==> src/sorted_event_timer_queue_unit_macros.svh <==
// assertion helpers
`ifndef SORTED_EVENT_TIMER_QUEUE_UNIT_MACROS_SVH
`define SORTED_EVENT_TIMER_QUEUE_UNIT_MACROS_SVH
`ifndef SYNTHESIS
`define SETQ_ASSERT(name, cond, msg) \
   name: assert property (@(posedge clock) disable iff (reset) (cond)) else $error(msg);
`define SETQ_ASSERT_NEXT(name, pre, post, msg) \
   name: assert property (@(posedge clock) disable iff (reset) (pre) |=> (post)) else $error(msg);
`else
`define SETQ_ASSERT(name, cond, msg)
`define SETQ_ASSERT_NEXT(name, pre, post, msg)
`endif
`endif

==> src/setq_pkg.sv <==
package setq_pkg;

   localparam int MAX_RESULTS = 16;
   localparam int EV_IDX_BITS = 4;
   localparam int NEV_BITS    = 5;

   typedef enum logic [3:0] {
      CMD_SET      = 4'd0,
      CMD_RESET    = 4'd1,
      CMD_RESET_IV = 4'd2,
      CMD_RESTART  = 4'd3,
      CMD_ADJUST   = 4'd4,
      CMD_STOP     = 4'd5,
      CMD_POLL     = 4'd6,
      CMD_EXITED   = 4'd7,
      CMD_QUERY    = 4'd8
   } cmd_type;

   typedef enum logic {
      ALU_ADD,
      ALU_SUB
   } alu_op_type;

   typedef enum logic [3:0] {
      ST_IDLE,
      ST_UPDATE,
      ST_STOP,
      ST_EXPIRY,
      ST_INSERT,
      ST_POLL,
      ST_OWNER,
      ST_STATUS,
      ST_OUT
   } state_type;

endpackage

==> src/sorted_event_timer_queue_unit.sv <==
// channel  | valid     | stall     | fields
// request  | req_valid | req_stall | command slot owner now interval time_shift sink_space
// response | rsp_valid | rsp_stall | event_valid event_slot event_owner last poll_request
//          |           |           | pending next_expiration slot_idle
// One word in flight at a time; req_stall is high from acceptance until the last response
// word is taken. The insert and poll list walks use the shared adder; each list walk (stop,
// insert, poll, owner exit) handles one list entry per cycle.
// Reset is synchronous and clears all slots and the list; no clearing pass is needed.
`include "sorted_event_timer_queue_unit_macros.svh"
module sorted_event_timer_queue_unit #(
   parameter int SLOTS     = 16,
   parameter int TIME_BITS = 32
) (
   input  logic               clock,
   input  logic               reset,
   input  logic               req_valid,
   output logic               req_stall,
   input  logic [3:0]         req_command,
   input  logic [3:0]         req_slot,
   input  logic [7:0]         req_owner,
   input  logic [31:0]        req_now,
   input  logic [31:0]        req_interval,
   input  logic signed [31:0] req_time_shift,
   input  logic [4:0]         req_sink_space,
   output logic               rsp_valid,
   input  logic               rsp_stall,
   output logic               rsp_event_valid,
   output logic [3:0]         rsp_event_slot,
   output logic [7:0]         rsp_event_owner,
   output logic               rsp_last,
   output logic               rsp_poll_request,
   output logic               rsp_pending,
   output logic [31:0]        rsp_next_expiration,
   output logic               rsp_slot_idle
);

   localparam int SW = (SLOTS > 1) ? $clog2(SLOTS) : 1;
   localparam int CW = $clog2(SLOTS + 1);
   localparam int TB = TIME_BITS;

   typedef logic [setq_pkg::NEV_BITS-1:0] nev_type;

   setq_pkg::state_type state_ff, state_in;

   logic [3:0]    cmd_ff, cmd_in;
   logic [3:0]    slot_ff, slot_in;
   logic [7:0]    owner_ff, owner_in;
   logic [TB-1:0] now_ff, now_in;
   logic [TB-1:0] ival_ff, ival_in;
   logic [TB-1:0] shift_ff, shift_in;
   logic [4:0]    space_ff, space_in;
   logic [CW-1:0] idx_ff, idx_in;
   logic [CW-1:0] count_ff, count_in;
   logic [setq_pkg::NEV_BITS-1:0]    nev_ff, nev_in;
   logic [setq_pkg::EV_IDX_BITS-1:0] k_ff, k_in;
   logic          preq_ff, preq_in;
   logic          idle_ff, idle_in;
   logic [TB-1:0] e_ff, e_in;
   logic [TB-1:0] nexp_ff, nexp_in;
   logic [SLOTS-1:0] active_ff, active_in;
   logic [SW-1:0] order_ff [SLOTS];
   logic [SW-1:0] order_in [SLOTS];
   logic [TB-1:0] start_ff [SLOTS];
   logic [TB-1:0] start_in [SLOTS];
   logic [TB-1:0] period_ff [SLOTS];
   logic [TB-1:0] period_in [SLOTS];
   logic [TB-1:0] exp_ff [SLOTS];
   logic [TB-1:0] exp_in [SLOTS];
   logic [7:0]    otab_ff [SLOTS];
   logic [7:0]    otab_in [SLOTS];
   logic [SW-1:0] evs_ff [setq_pkg::MAX_RESULTS];
   logic [SW-1:0] evs_in [setq_pkg::MAX_RESULTS];
   logic [7:0]    evo_ff [setq_pkg::MAX_RESULTS];
   logic [7:0]    evo_in [setq_pkg::MAX_RESULTS];

   logic          slot_valid, is_ins, is_stop, in_range, earlier, last;
   logic [SW-1:0] sl, cur;
   setq_pkg::alu_op_type alu_op;
   logic [TB-1:0] alu_a, alu_b, alu_c, alu_res;
   logic          alu_ge;

   setq_alu #(.TIME_BITS(TB)) u_alu (
      .op(alu_op), .a(alu_a), .b(alu_b), .c(alu_c), .res(alu_res), .ge(alu_ge)
   );

   always_comb begin
      sl         = SW'(slot_ff);
      slot_valid = (32'(slot_ff) < SLOTS);
      is_ins     = slot_valid && ((cmd_ff == setq_pkg::CMD_SET)
                   || (cmd_ff == setq_pkg::CMD_RESET) || (cmd_ff == setq_pkg::CMD_RESET_IV)
                   || (cmd_ff == setq_pkg::CMD_RESTART) || (cmd_ff == setq_pkg::CMD_ADJUST));
      is_stop    = slot_valid && (cmd_ff == setq_pkg::CMD_STOP);
      in_range   = (idx_ff < count_ff);
      cur        = order_ff[idx_ff[SW-1:0]];
      earlier    = alu_res[TB-1];
      last       = (nev_ff == '0) || ((nev_type'(k_ff) + 1'b1) == nev_ff);
   end

   always_comb begin
      alu_op = setq_pkg::ALU_ADD;
      alu_a  = start_ff[sl];
      alu_b  = period_ff[sl];
      alu_c  = period_ff[cur];
      unique case (state_ff)
         setq_pkg::ST_UPDATE: begin
            if (cmd_ff == setq_pkg::CMD_ADJUST) begin
               alu_b = shift_ff;
            end
         end
         setq_pkg::ST_INSERT: begin
            alu_op = setq_pkg::ALU_SUB;
            alu_a  = exp_ff[cur];
            alu_b  = e_ff;
         end
         setq_pkg::ST_POLL: begin
            alu_op = setq_pkg::ALU_SUB;
            alu_a  = now_ff;
            alu_b  = start_ff[cur];
         end
         default: begin
         end
      endcase
   end

   // next state
   always_comb begin
      state_in = state_ff;
      unique case (state_ff)
         setq_pkg::ST_IDLE: begin
            if (req_valid) state_in = setq_pkg::ST_UPDATE;
         end
         setq_pkg::ST_UPDATE: begin
            if (is_ins || is_stop) state_in = setq_pkg::ST_STOP;
            else if (cmd_ff == setq_pkg::CMD_POLL) state_in = setq_pkg::ST_POLL;
            else if (cmd_ff == setq_pkg::CMD_EXITED) state_in = setq_pkg::ST_OWNER;
            else state_in = setq_pkg::ST_STATUS;
         end
         setq_pkg::ST_STOP: begin
            if (!active_ff[sl] || !in_range || (cur == sl)) begin
               state_in = is_ins ? setq_pkg::ST_EXPIRY : setq_pkg::ST_STATUS;
            end
         end
         setq_pkg::ST_EXPIRY: state_in = setq_pkg::ST_INSERT;
         setq_pkg::ST_INSERT: begin
            if (!(in_range && earlier)) state_in = setq_pkg::ST_STATUS;
         end
         setq_pkg::ST_POLL: begin
            if (!in_range || !alu_ge) state_in = setq_pkg::ST_STATUS;
         end
         setq_pkg::ST_OWNER: begin
            if (!in_range) state_in = setq_pkg::ST_STATUS;
         end
         setq_pkg::ST_STATUS: state_in = setq_pkg::ST_OUT;
         setq_pkg::ST_OUT: begin
            if (!rsp_stall && last) state_in = setq_pkg::ST_IDLE;
         end
         default: state_in = setq_pkg::ST_IDLE;
      endcase
   end

   // datapath
   always_comb begin
      logic          unl;
      logic          ins;
      logic [CW-1:0] pos;
      unl       = 1'b0;
      ins       = 1'b0;
      pos       = idx_ff;
      cmd_in    = cmd_ff;
      slot_in   = slot_ff;
      owner_in  = owner_ff;
      now_in    = now_ff;
      ival_in   = ival_ff;
      shift_in  = shift_ff;
      space_in  = space_ff;
      idx_in    = idx_ff;
      count_in  = count_ff;
      nev_in    = nev_ff;
      k_in      = k_ff;
      preq_in   = preq_ff;
      idle_in   = idle_ff;
      e_in      = e_ff;
      nexp_in   = nexp_ff;
      active_in = active_ff;
      order_in  = order_ff;
      start_in  = start_ff;
      period_in = period_ff;
      exp_in    = exp_ff;
      otab_in   = otab_ff;
      evs_in    = evs_ff;
      evo_in    = evo_ff;
      unique case (state_ff)
         setq_pkg::ST_IDLE: begin
            if (req_valid) begin
               cmd_in   = req_command;
               slot_in  = req_slot;
               owner_in = req_owner;
               now_in   = TB'(req_now);
               ival_in  = TB'(req_interval);
               shift_in = TB'(req_time_shift);
               space_in = req_sink_space;
               idx_in   = '0;
               nev_in   = '0;
               preq_in  = 1'b0;
            end
         end
         setq_pkg::ST_UPDATE: begin
            if (is_ins) begin
               unique case (cmd_ff)
                  setq_pkg::CMD_SET: begin
                     start_in[sl]  = now_ff;
                     period_in[sl] = ival_ff;
                  end
                  setq_pkg::CMD_RESET_IV: begin
                     start_in[sl]  = alu_res;
                     period_in[sl] = ival_ff;
                  end
                  setq_pkg::CMD_RESTART: start_in[sl] = now_ff;
                  default: start_in[sl] = alu_res;
               endcase
            end
         end
         setq_pkg::ST_STOP: begin
            if (active_ff[sl] && in_range) begin
               if (cur == sl) begin
                  unl    = 1'b1;
                  idx_in = '0;
               end else begin
                  idx_in = idx_ff + 1'b1;
               end
            end
         end
         setq_pkg::ST_EXPIRY: begin
            exp_in[sl] = alu_res;
            e_in       = alu_res;
         end
         setq_pkg::ST_INSERT: begin
            if (in_range && earlier) begin
               idx_in = idx_ff + 1'b1;
            end else begin
               ins = 1'b1;
            end
         end
         setq_pkg::ST_POLL: begin
            if (in_range && alu_ge) begin
               if ((nev_ff < nev_type'(space_ff))
                     && (nev_ff < nev_type'(setq_pkg::MAX_RESULTS))) begin
                  evs_in[nev_ff[setq_pkg::EV_IDX_BITS-1:0]] = cur;
                  evo_in[nev_ff[setq_pkg::EV_IDX_BITS-1:0]] = otab_ff[cur];
                  nev_in = nev_ff + 1'b1;
                  unl    = 1'b1;
               end else begin
                  preq_in = 1'b1;
                  idx_in  = idx_ff + 1'b1;
               end
            end
         end
         setq_pkg::ST_OWNER: begin
            if (in_range) begin
               if (otab_ff[cur] == owner_ff) unl = 1'b1;
               else idx_in = idx_ff + 1'b1;
            end
         end
         setq_pkg::ST_STATUS: begin
            nexp_in = (count_ff != '0) ? exp_ff[order_ff[0]] : '0;
            idle_in = !(slot_valid && active_ff[sl]);
            k_in    = '0;
         end
         setq_pkg::ST_OUT: begin
            if (!rsp_stall && !last) k_in = k_ff + 1'b1;
         end
         default: begin
         end
      endcase
      if (unl) begin
         active_in[cur] = 1'b0;
         for (int i = 0; i < SLOTS - 1; i++) begin
            if (CW'(i) >= pos) order_in[i] = order_ff[i + 1];
         end
         count_in = count_ff - 1'b1;
      end
      if (ins) begin
         for (int i = 1; i < SLOTS; i++) begin
            if (CW'(i) > pos) order_in[i] = order_ff[i - 1];
         end
         order_in[pos[SW-1:0]] = sl;
         active_in[sl] = 1'b1;
         otab_in[sl]   = owner_ff;
         count_in      = count_ff + 1'b1;
         if (pos == '0) preq_in = 1'b1;
      end
   end

   always_ff @(posedge clock) begin
      if (reset) begin
         state_ff  <= setq_pkg::ST_IDLE;
         count_ff  <= '0;
         active_ff <= '0;
         idx_ff    <= '0;
         nev_ff    <= '0;
         k_ff      <= '0;
         preq_ff   <= 1'b0;
         for (int i = 0; i < SLOTS; i++) begin
            start_ff[i]  <= '0;
            period_ff[i] <= '0;
            otab_ff[i]   <= '0;
         end
      end else begin
         state_ff  <= state_in;
         count_ff  <= count_in;
         active_ff <= active_in;
         idx_ff    <= idx_in;
         nev_ff    <= nev_in;
         k_ff      <= k_in;
         preq_ff   <= preq_in;
         start_ff  <= start_in;
         period_ff <= period_in;
         otab_ff   <= otab_in;
      end
   end

   always_ff @(posedge clock) begin
      cmd_ff   <= cmd_in;
      slot_ff  <= slot_in;
      owner_ff <= owner_in;
      now_ff   <= now_in;
      ival_ff  <= ival_in;
      shift_ff <= shift_in;
      space_ff <= space_in;
      idle_ff  <= idle_in;
      e_ff     <= e_in;
      nexp_ff  <= nexp_in;
      order_ff <= order_in;
      exp_ff   <= exp_in;
      evs_ff   <= evs_in;
      evo_ff   <= evo_in;
   end

   assign req_stall           = (state_ff != setq_pkg::ST_IDLE);
   assign rsp_valid           = (state_ff == setq_pkg::ST_OUT);
   assign rsp_event_valid     = (nev_ff != '0);
   assign rsp_event_slot      = (nev_ff != '0) ? 4'(evs_ff[k_ff]) : 4'd0;
   assign rsp_event_owner     = (nev_ff != '0) ? evo_ff[k_ff] : 8'd0;
   assign rsp_last            = last;
   assign rsp_poll_request    = preq_ff;
   assign rsp_pending         = (count_ff != '0);
   assign rsp_next_expiration = 32'(nexp_ff);
   assign rsp_slot_idle       = idle_ff;

   `SETQ_ASSERT(a_count_bound, count_ff <= CW'(SLOTS), "active count beyond slot count")
   `SETQ_ASSERT(a_busy_stall, !rsp_valid || req_stall, "request taken while words pending")
   `SETQ_ASSERT(a_nev_bound, nev_ff <= nev_type'(setq_pkg::MAX_RESULTS), "too many events")
   `SETQ_ASSERT_NEXT(a_done, rsp_valid && !rsp_stall && rsp_last, !req_stall, "no return to idle")

endmodule

==> src/setq_alu.sv <==
module setq_alu #(
   parameter int TIME_BITS = 32
) (
   input  setq_pkg::alu_op_type op,
   input  logic [TIME_BITS-1:0] a,
   input  logic [TIME_BITS-1:0] b,
   input  logic [TIME_BITS-1:0] c,
   output logic [TIME_BITS-1:0] res,
   output logic                 ge
);

   always_comb begin
      unique case (op)
         setq_pkg::ALU_ADD: res = a + b;
         setq_pkg::ALU_SUB: res = a - b;
         default:           res = a - b;
      endcase
      ge = (res >= c);
   end

endmodule
==> config.mk <==
export PLATFORM = sky130hd
export DESIGN_NAME = sorted_event_timer_queue_unit
export DESIGN_NICKNAME = d
export VERILOG_FILES = /design/src/setq_pkg.sv /design/src/sorted_event_timer_queue_unit.sv /design/src/setq_alu.sv
export VERILOG_INCLUDE_DIRS = /design/src /design/src/src
export SDC_FILE = /design/constraint.sdc
export NUM_CORES = 2
export LEC_CHECK = 0
export ABC_AREA = 1
export BUFFER_PORTS_ARGS = -buffer_cell sky130_fd_sc_hd__clkbuf_2
export CELL_PAD_IN_SITES_DETAIL_PLACEMENT = 1
export CELL_PAD_IN_SITES_GLOBAL_PLACEMENT = 1
export CORE_ASPECT_RATIO = 0.9
export CORE_UTILIZATION = 45
export CTS_BUF_LIST = sky130_fd_sc_hd__clkbuf_8
export CTS_CLUSTER_SIZE = 12
export DETAILED_ROUTE_END_ITERATION = 12
export GPL_ROUTABILITY_DRIVEN = 1
export PLACE_DENSITY = 0.76
export RECOVER_POWER = 50
export SYNTH_ARGS = -nofsm -noshare
export SYNTH_HDL_FRONTEND = slang
export SYNTH_SLANG_ARGS = --single-unit
==> constraint.sdc <==
create_clock -name clock -period 8.55 [get_ports clock]
set_clock_uncertainty 0.2 [all_clocks]
set_input_delay 2.565 -clock clock [delete_from_list [all_inputs] [get_ports clock]]
set_output_delay 2.565 -clock clock [all_outputs]
set_load 0.05 [all_outputs]
# ---- Yosys cells after proc, flatten, opt, wreduce, memory -nomap -nowiden
# Cells that the tools add are included.
dict set report word_totals {
  output_inout_bits 51
  input_bits 121
  regBits 2142
}
dict set report op_classes {
  bitwise 10
  addsub 8
  mux 153
  n_reduce_logical 47
  n_lt_le_gt_ge 47
  n_eq_ne 32
}
# operator count
set ops {}
lappend ops {{$bwmux W512} 4}
lappend ops {{$bmux W32 S4} 6}
lappend ops {{$mux W512} 1}
lappend ops {{$mux W32} 14}
lappend ops {{$bwmux W128} 2}
lappend ops {{$mux W4} 59}
lappend ops {{$bwmux W64} 2}
lappend ops {{$demux W32 S4} 1}
lappend ops {{$pmux W32 S2} 2}
lappend ops {{$pmux W32 S3} 1}
lappend ops {{$bmux W8 S4} 2}
lappend ops {{$demux W8 S4} 2}
lappend ops {{$mux W64} 1}
lappend ops {{$mux W5} 12}
lappend ops {{$mux W60} 1}
lappend ops {{$mux W8} 7}
lappend ops {{$gt A4 B5 Y1 const A} 8}
lappend ops {{$pmux W4 S9} 1}
lappend ops {{$ge A4 B5 Y1 const A} 7}
lappend ops {{$add A32 B32 Y32} 1}
lappend ops {{$bmux W4 S4} 2}
lappend ops {{$demux W4 S4} 2}
lappend ops {{$eq A4 B3 Y1 const B} 8}
lappend ops {{$ge A32 B32 Y1} 1}
lappend ops {{55 further kinds} 150}

# ---- Depth between registers and ports, before layout
dict set report depth {
  word_depth 20
  depth_mapped 62
}

# ---- Cells and area by module
# Synthesis repeated with hierarchy kept, for this count alone.
dict set report unflattened {
  cells_unflattened 12879
  area_unflattened_um2 104208.7
}
# mod cells_per_inst area_per_inst_um2 instances seq_area_each_um2
set by_module_without_submodules {}
lappend by_module_without_submodules {sorted_event_timer_queue_unit 12027 99942.1 1 51789.7}
lappend by_module_without_submodules {setq_alu 852 4266.6 1 0.0}

# ---- Worst setup path before layout
# Ideal clock, no wire load.
dict set report synth_path {
  path_kind {input to register}
  from {input req_valid}
  to {register preq_ff (netlist: rsp_poll_request)}
  setup_slack_ns 0.010
  cell_stages 5
  arrival_ns 8.208
  t_required_ns 8.218
  setup_ns 0.132
  cell_sequence {inv_1 -> nor2_1 -> o22ai_1 -> o31ai_1 -> a21oi_1}
}
dict set report synth_via {
  elab_chain_len 4
}
# element line
set synth_rtl {}
lappend synth_rtl {{from (decl)} sorted_event_timer_queue_unit.sv:16} ;# input logic req_valid,
lappend synth_rtl {{$mux W1 *} sorted_event_timer_queue_unit.sv:194} ;# if (req_valid) begin
lappend synth_rtl {{$pmux W1 S2 *} sorted_event_timer_queue_unit.sv:192} ;# unique case (state_ff)
lappend synth_rtl {{$mux W1} sorted_event_timer_queue_unit.sv:290} ;# if (pos == '0) preq_in = 1'b1;
lappend synth_rtl {{$mux W1 *} sorted_event_timer_queue_unit.sv:282} ;# if (ins) begin
lappend synth_rtl {{to (signal assigned)} sorted_event_timer_queue_unit.sv:315} ;# preq_ff <= preq_in;
lappend synth_rtl {{to (decl)} sorted_event_timer_queue_unit.sv:56} ;# logic preq_ff, preq_in;
# Every way passes the cells marked *; elsewhere a longest branch is shown, timed or not.
# A chain may end at the register's enable or synchronous reset.

==> summary.txt <==
outcome: complete, but fails checks
failing checks: capacitance limit, slew limit
Pre-antenna DRT Iters: 7
Avg Vias per Cell: 6.48
Seq/Total Area, Yosys: 49.0%
Leakage: 46.7 nW
synthesis-to-layout area growth: 14.7%
Power Dens Cells: 508 nW/um2
Tmin final: 8.38 ns
period utilisation layout: 98.0%
CTS Buf Count: 369
Avg WL per Cell: 29.8 um
# port buffers: 171
fin util: 52.0%
vias in the first global route: 110000
Worst slew margin: -224%
final setup fails: 0
dpl hpwl: 317 mm
Die Area: 237000 um2
fillers: 28300
async set or reset register ratio after synthesis: 0%
Clock Latency Late Sink: 1.07 ns
worst-margin pin slew: 4.86 ns
CTS max path bufs: 4
# rows: 168
ratio of cells with drive above 1 in the final layout: 11.8%
Sink Count: 2142
Final Max Slew Viols: 1859
post-route cell area: 121000 um2
Mapped Area: 106000 um2
syn nets: 13700
MaxCap Viol Count: 34
WL final: 509 mm
Worst R2R Path Depth: 51
clock-pin slew on the worst setup and hold paths: 0.06 ns
CTS tree: yes
count of final hold-check violations: 0
Fmax: 0.119 GHz
I/O pin total: 172
# DRC: 0
Clk pwr share: 15.8%
EDFF count, synth: 890
top_reg_cell synth: dfxtp_1
reg2reg setup slack: 0.18 ns
Mapped Cells: 13500
#FFs+latches synth: 2142
Worst EP required: 9.14 ns
internal power: 30.1 mW
Cell Area, Placed: 113000 um2
Clock H-tree levels: 5
Critical Path AT: 8.97 ns
Yosys cell types: 53
CTS root buffer: clkbuf_8
Hold Crit Depth: 2
Syn Area/Cell: 7.86 um2
routability cong.: 0.997
core area: 233000 um2
WS Path Type: primary input to flip-flop
DIE WIDTH: 513 um
Starting Density: 45.3%
Setup crit end kind: flip-flop
Final ANT Viol Nets: 0
Critical Path Source Type: primary input
worst hold path class: flip-flop to flip-flop
chip height: 462 um
YS warnings: 0
GR Overflow Total: 0
Worst VDD drop: 0.000816 V
drt first-iter violations: 14500
Hold WS: 0.258 ns
Gate power share: 59.0%
fin nets: 13900
largest net degree at the start of global routing: 284
Flop pwr share: 25.3%
first-pass GRT wire length: 731 mm
net switching power figure: 31.5 mW
switch share: 51.1%
CP max FO: 175
via count: 111000
initial antenna violation count: 40
Global Route Usage Sum: 41.3%
## worst paths after layout
path,from,endpoint
max,reset,period_ff[47]$_SDFFE_PP0P_
min,otab_ff[113]$_SDFFE_PP0P_,otab_ff[113]$_SDFFE_PP0P_
max reg2reg,sl[0]$_DFFE_PP_,evo_ff[29]$_DFFE_PP_
min reg2reg,otab_ff[113]$_SDFFE_PP0P_,otab_ff[113]$_SDFFE_PP0P_
## synthesized netlist by cell type (all sizes together) (26+ instances only)
master  count  area share, %
nor2     1378            5.0
o21ai    1787            8.5
dfxtp    1252             24
nand3b     50           0.35
o22ai     851            5.0
edfxtp    890             25
a21oi    1130            5.4
a221oi     26           0.22
buf       244            1.2
o21bai     69           0.49
xor2       47           0.39
nand2    2228            7.9
nand3     660            3.1
clkbuf    847            3.0
a22oi     152            1.1
o221ai    309            2.6
inv      1226            4.4
nand4      60           0.35
ha         84           0.99
## worst max-delay path, stage by stage
cell,delay (ns)
clkbuf_1,3.04
inv_8,1.19
clkbuf_4,0.97
o21ai_0,0.51
a21oi_1,0.08
## cell type report
class,count,area [um2],share of cell area (%)
repair inverters,1,8.76,0.00722
flip-flops and latches,2142,51800,42.7
multi-input cells,8984,45700,37.7
well taps,3060,3830,3.16
clock buffers,422,5810,4.79
clock inverters,248,1580,1.30
inverters,1237,4720,3.89
diodes,17,42.5,0.0351
repair buffers,958,7790,6.42
## cell families after synthesis
group	Yosys count	share of synthesized area [%]
adder cells (fa/ha/maj)	86	1.03
AND/OR/NAND/NOR	4416	17.0
XOR/XNOR	69	0.571
AO/OA/AOI/OAI	4412	23.9
buffers and inverters	2328	8.61
flip-flops	2142	49.0
## routing by layer
metal | wire, um | vias up | share of wire [%] | track usage (%)
met5 | 121 | - | 0.024 | 0.0604
met4 | 36400 | 18 | 7.1 | 26.4
met3 | 57900 | 1810 | 11 | 9.61
met2 | 219000 | 7030 | 43 | 62.8
met1 | 195000 | 54700 | 38 | 52.8
li1 | - | 47100 | - | -
## through the flow
step | power, mW | cells | TNS (ns) | setup WS (ns)
2_1_floorplan | 32.2 | 13500 | 0 | 0.00990
3_3_place_gp | 48.4 | 16400 | -30.27 | -0.210
3_5_place_dp | 49.6 | 16400 | -85.64 | -0.428
4_1_cts | 59.5 | 17000 | 0 | 0.00143
5_1_grt | 63.2 | 17100 | -10.26 | -0.0877
6_report | 61.6 | 17100 | 0 | 0.168
## state kept, by name, summed over array words and instances, names as in the netlist, 32 cells and up
name,cells
e_ff,32
evo_ff,128
evs_ff,64
exp_ff,512
ival_ff,32
now_ff,32
order_ff,64
otab_ff,128
period_ff,512
rsp_next_expiration,32
shift_ff,32
start_ff,512
## layout by cell type, fill, tap and decap left out, types with 70 or more instances in the layout
cell type,Yosys,final
nand2_1,2214,2175
o21ai_0,1663,1633
inv_1,1208,1298
nor2_1,1364,1297
dfxtp_1,1252,1246
a21oi_1,1129,1122
edfxtp_1,890,890
o22ai_1,851,851
nand3_1,660,657
buf_4,33,632
clkbuf_8,0,422
o221ai_1,309,309
a22oi_1,152,150
o21ai_1,124,143
clkbuf_2,0,140
ha_1,84,84
buf_12,0,71
clkbuf_1,847,70
## what timing repair did
item	in CTS	in global routing
setup buffers	1	13
gates resized for setup	42	161
gates cloned	3	6
hold buffers	0	0
setup endpoints to repair	273	287
pin swaps	1	13
## power groups by stage
stage	Combinational (mW)	Sequential, mW	Clock [mW]
floorplan	16.8	15.4	0
global placement	32.7	15.7	0
detailed placement	33.9	15.7	0
CTS	34.3	15.5	9.73
global route	37.5	15.6	10.1
finish	36.3	15.6	9.71
Note: power is estimated with default switching activity, not from simulation.
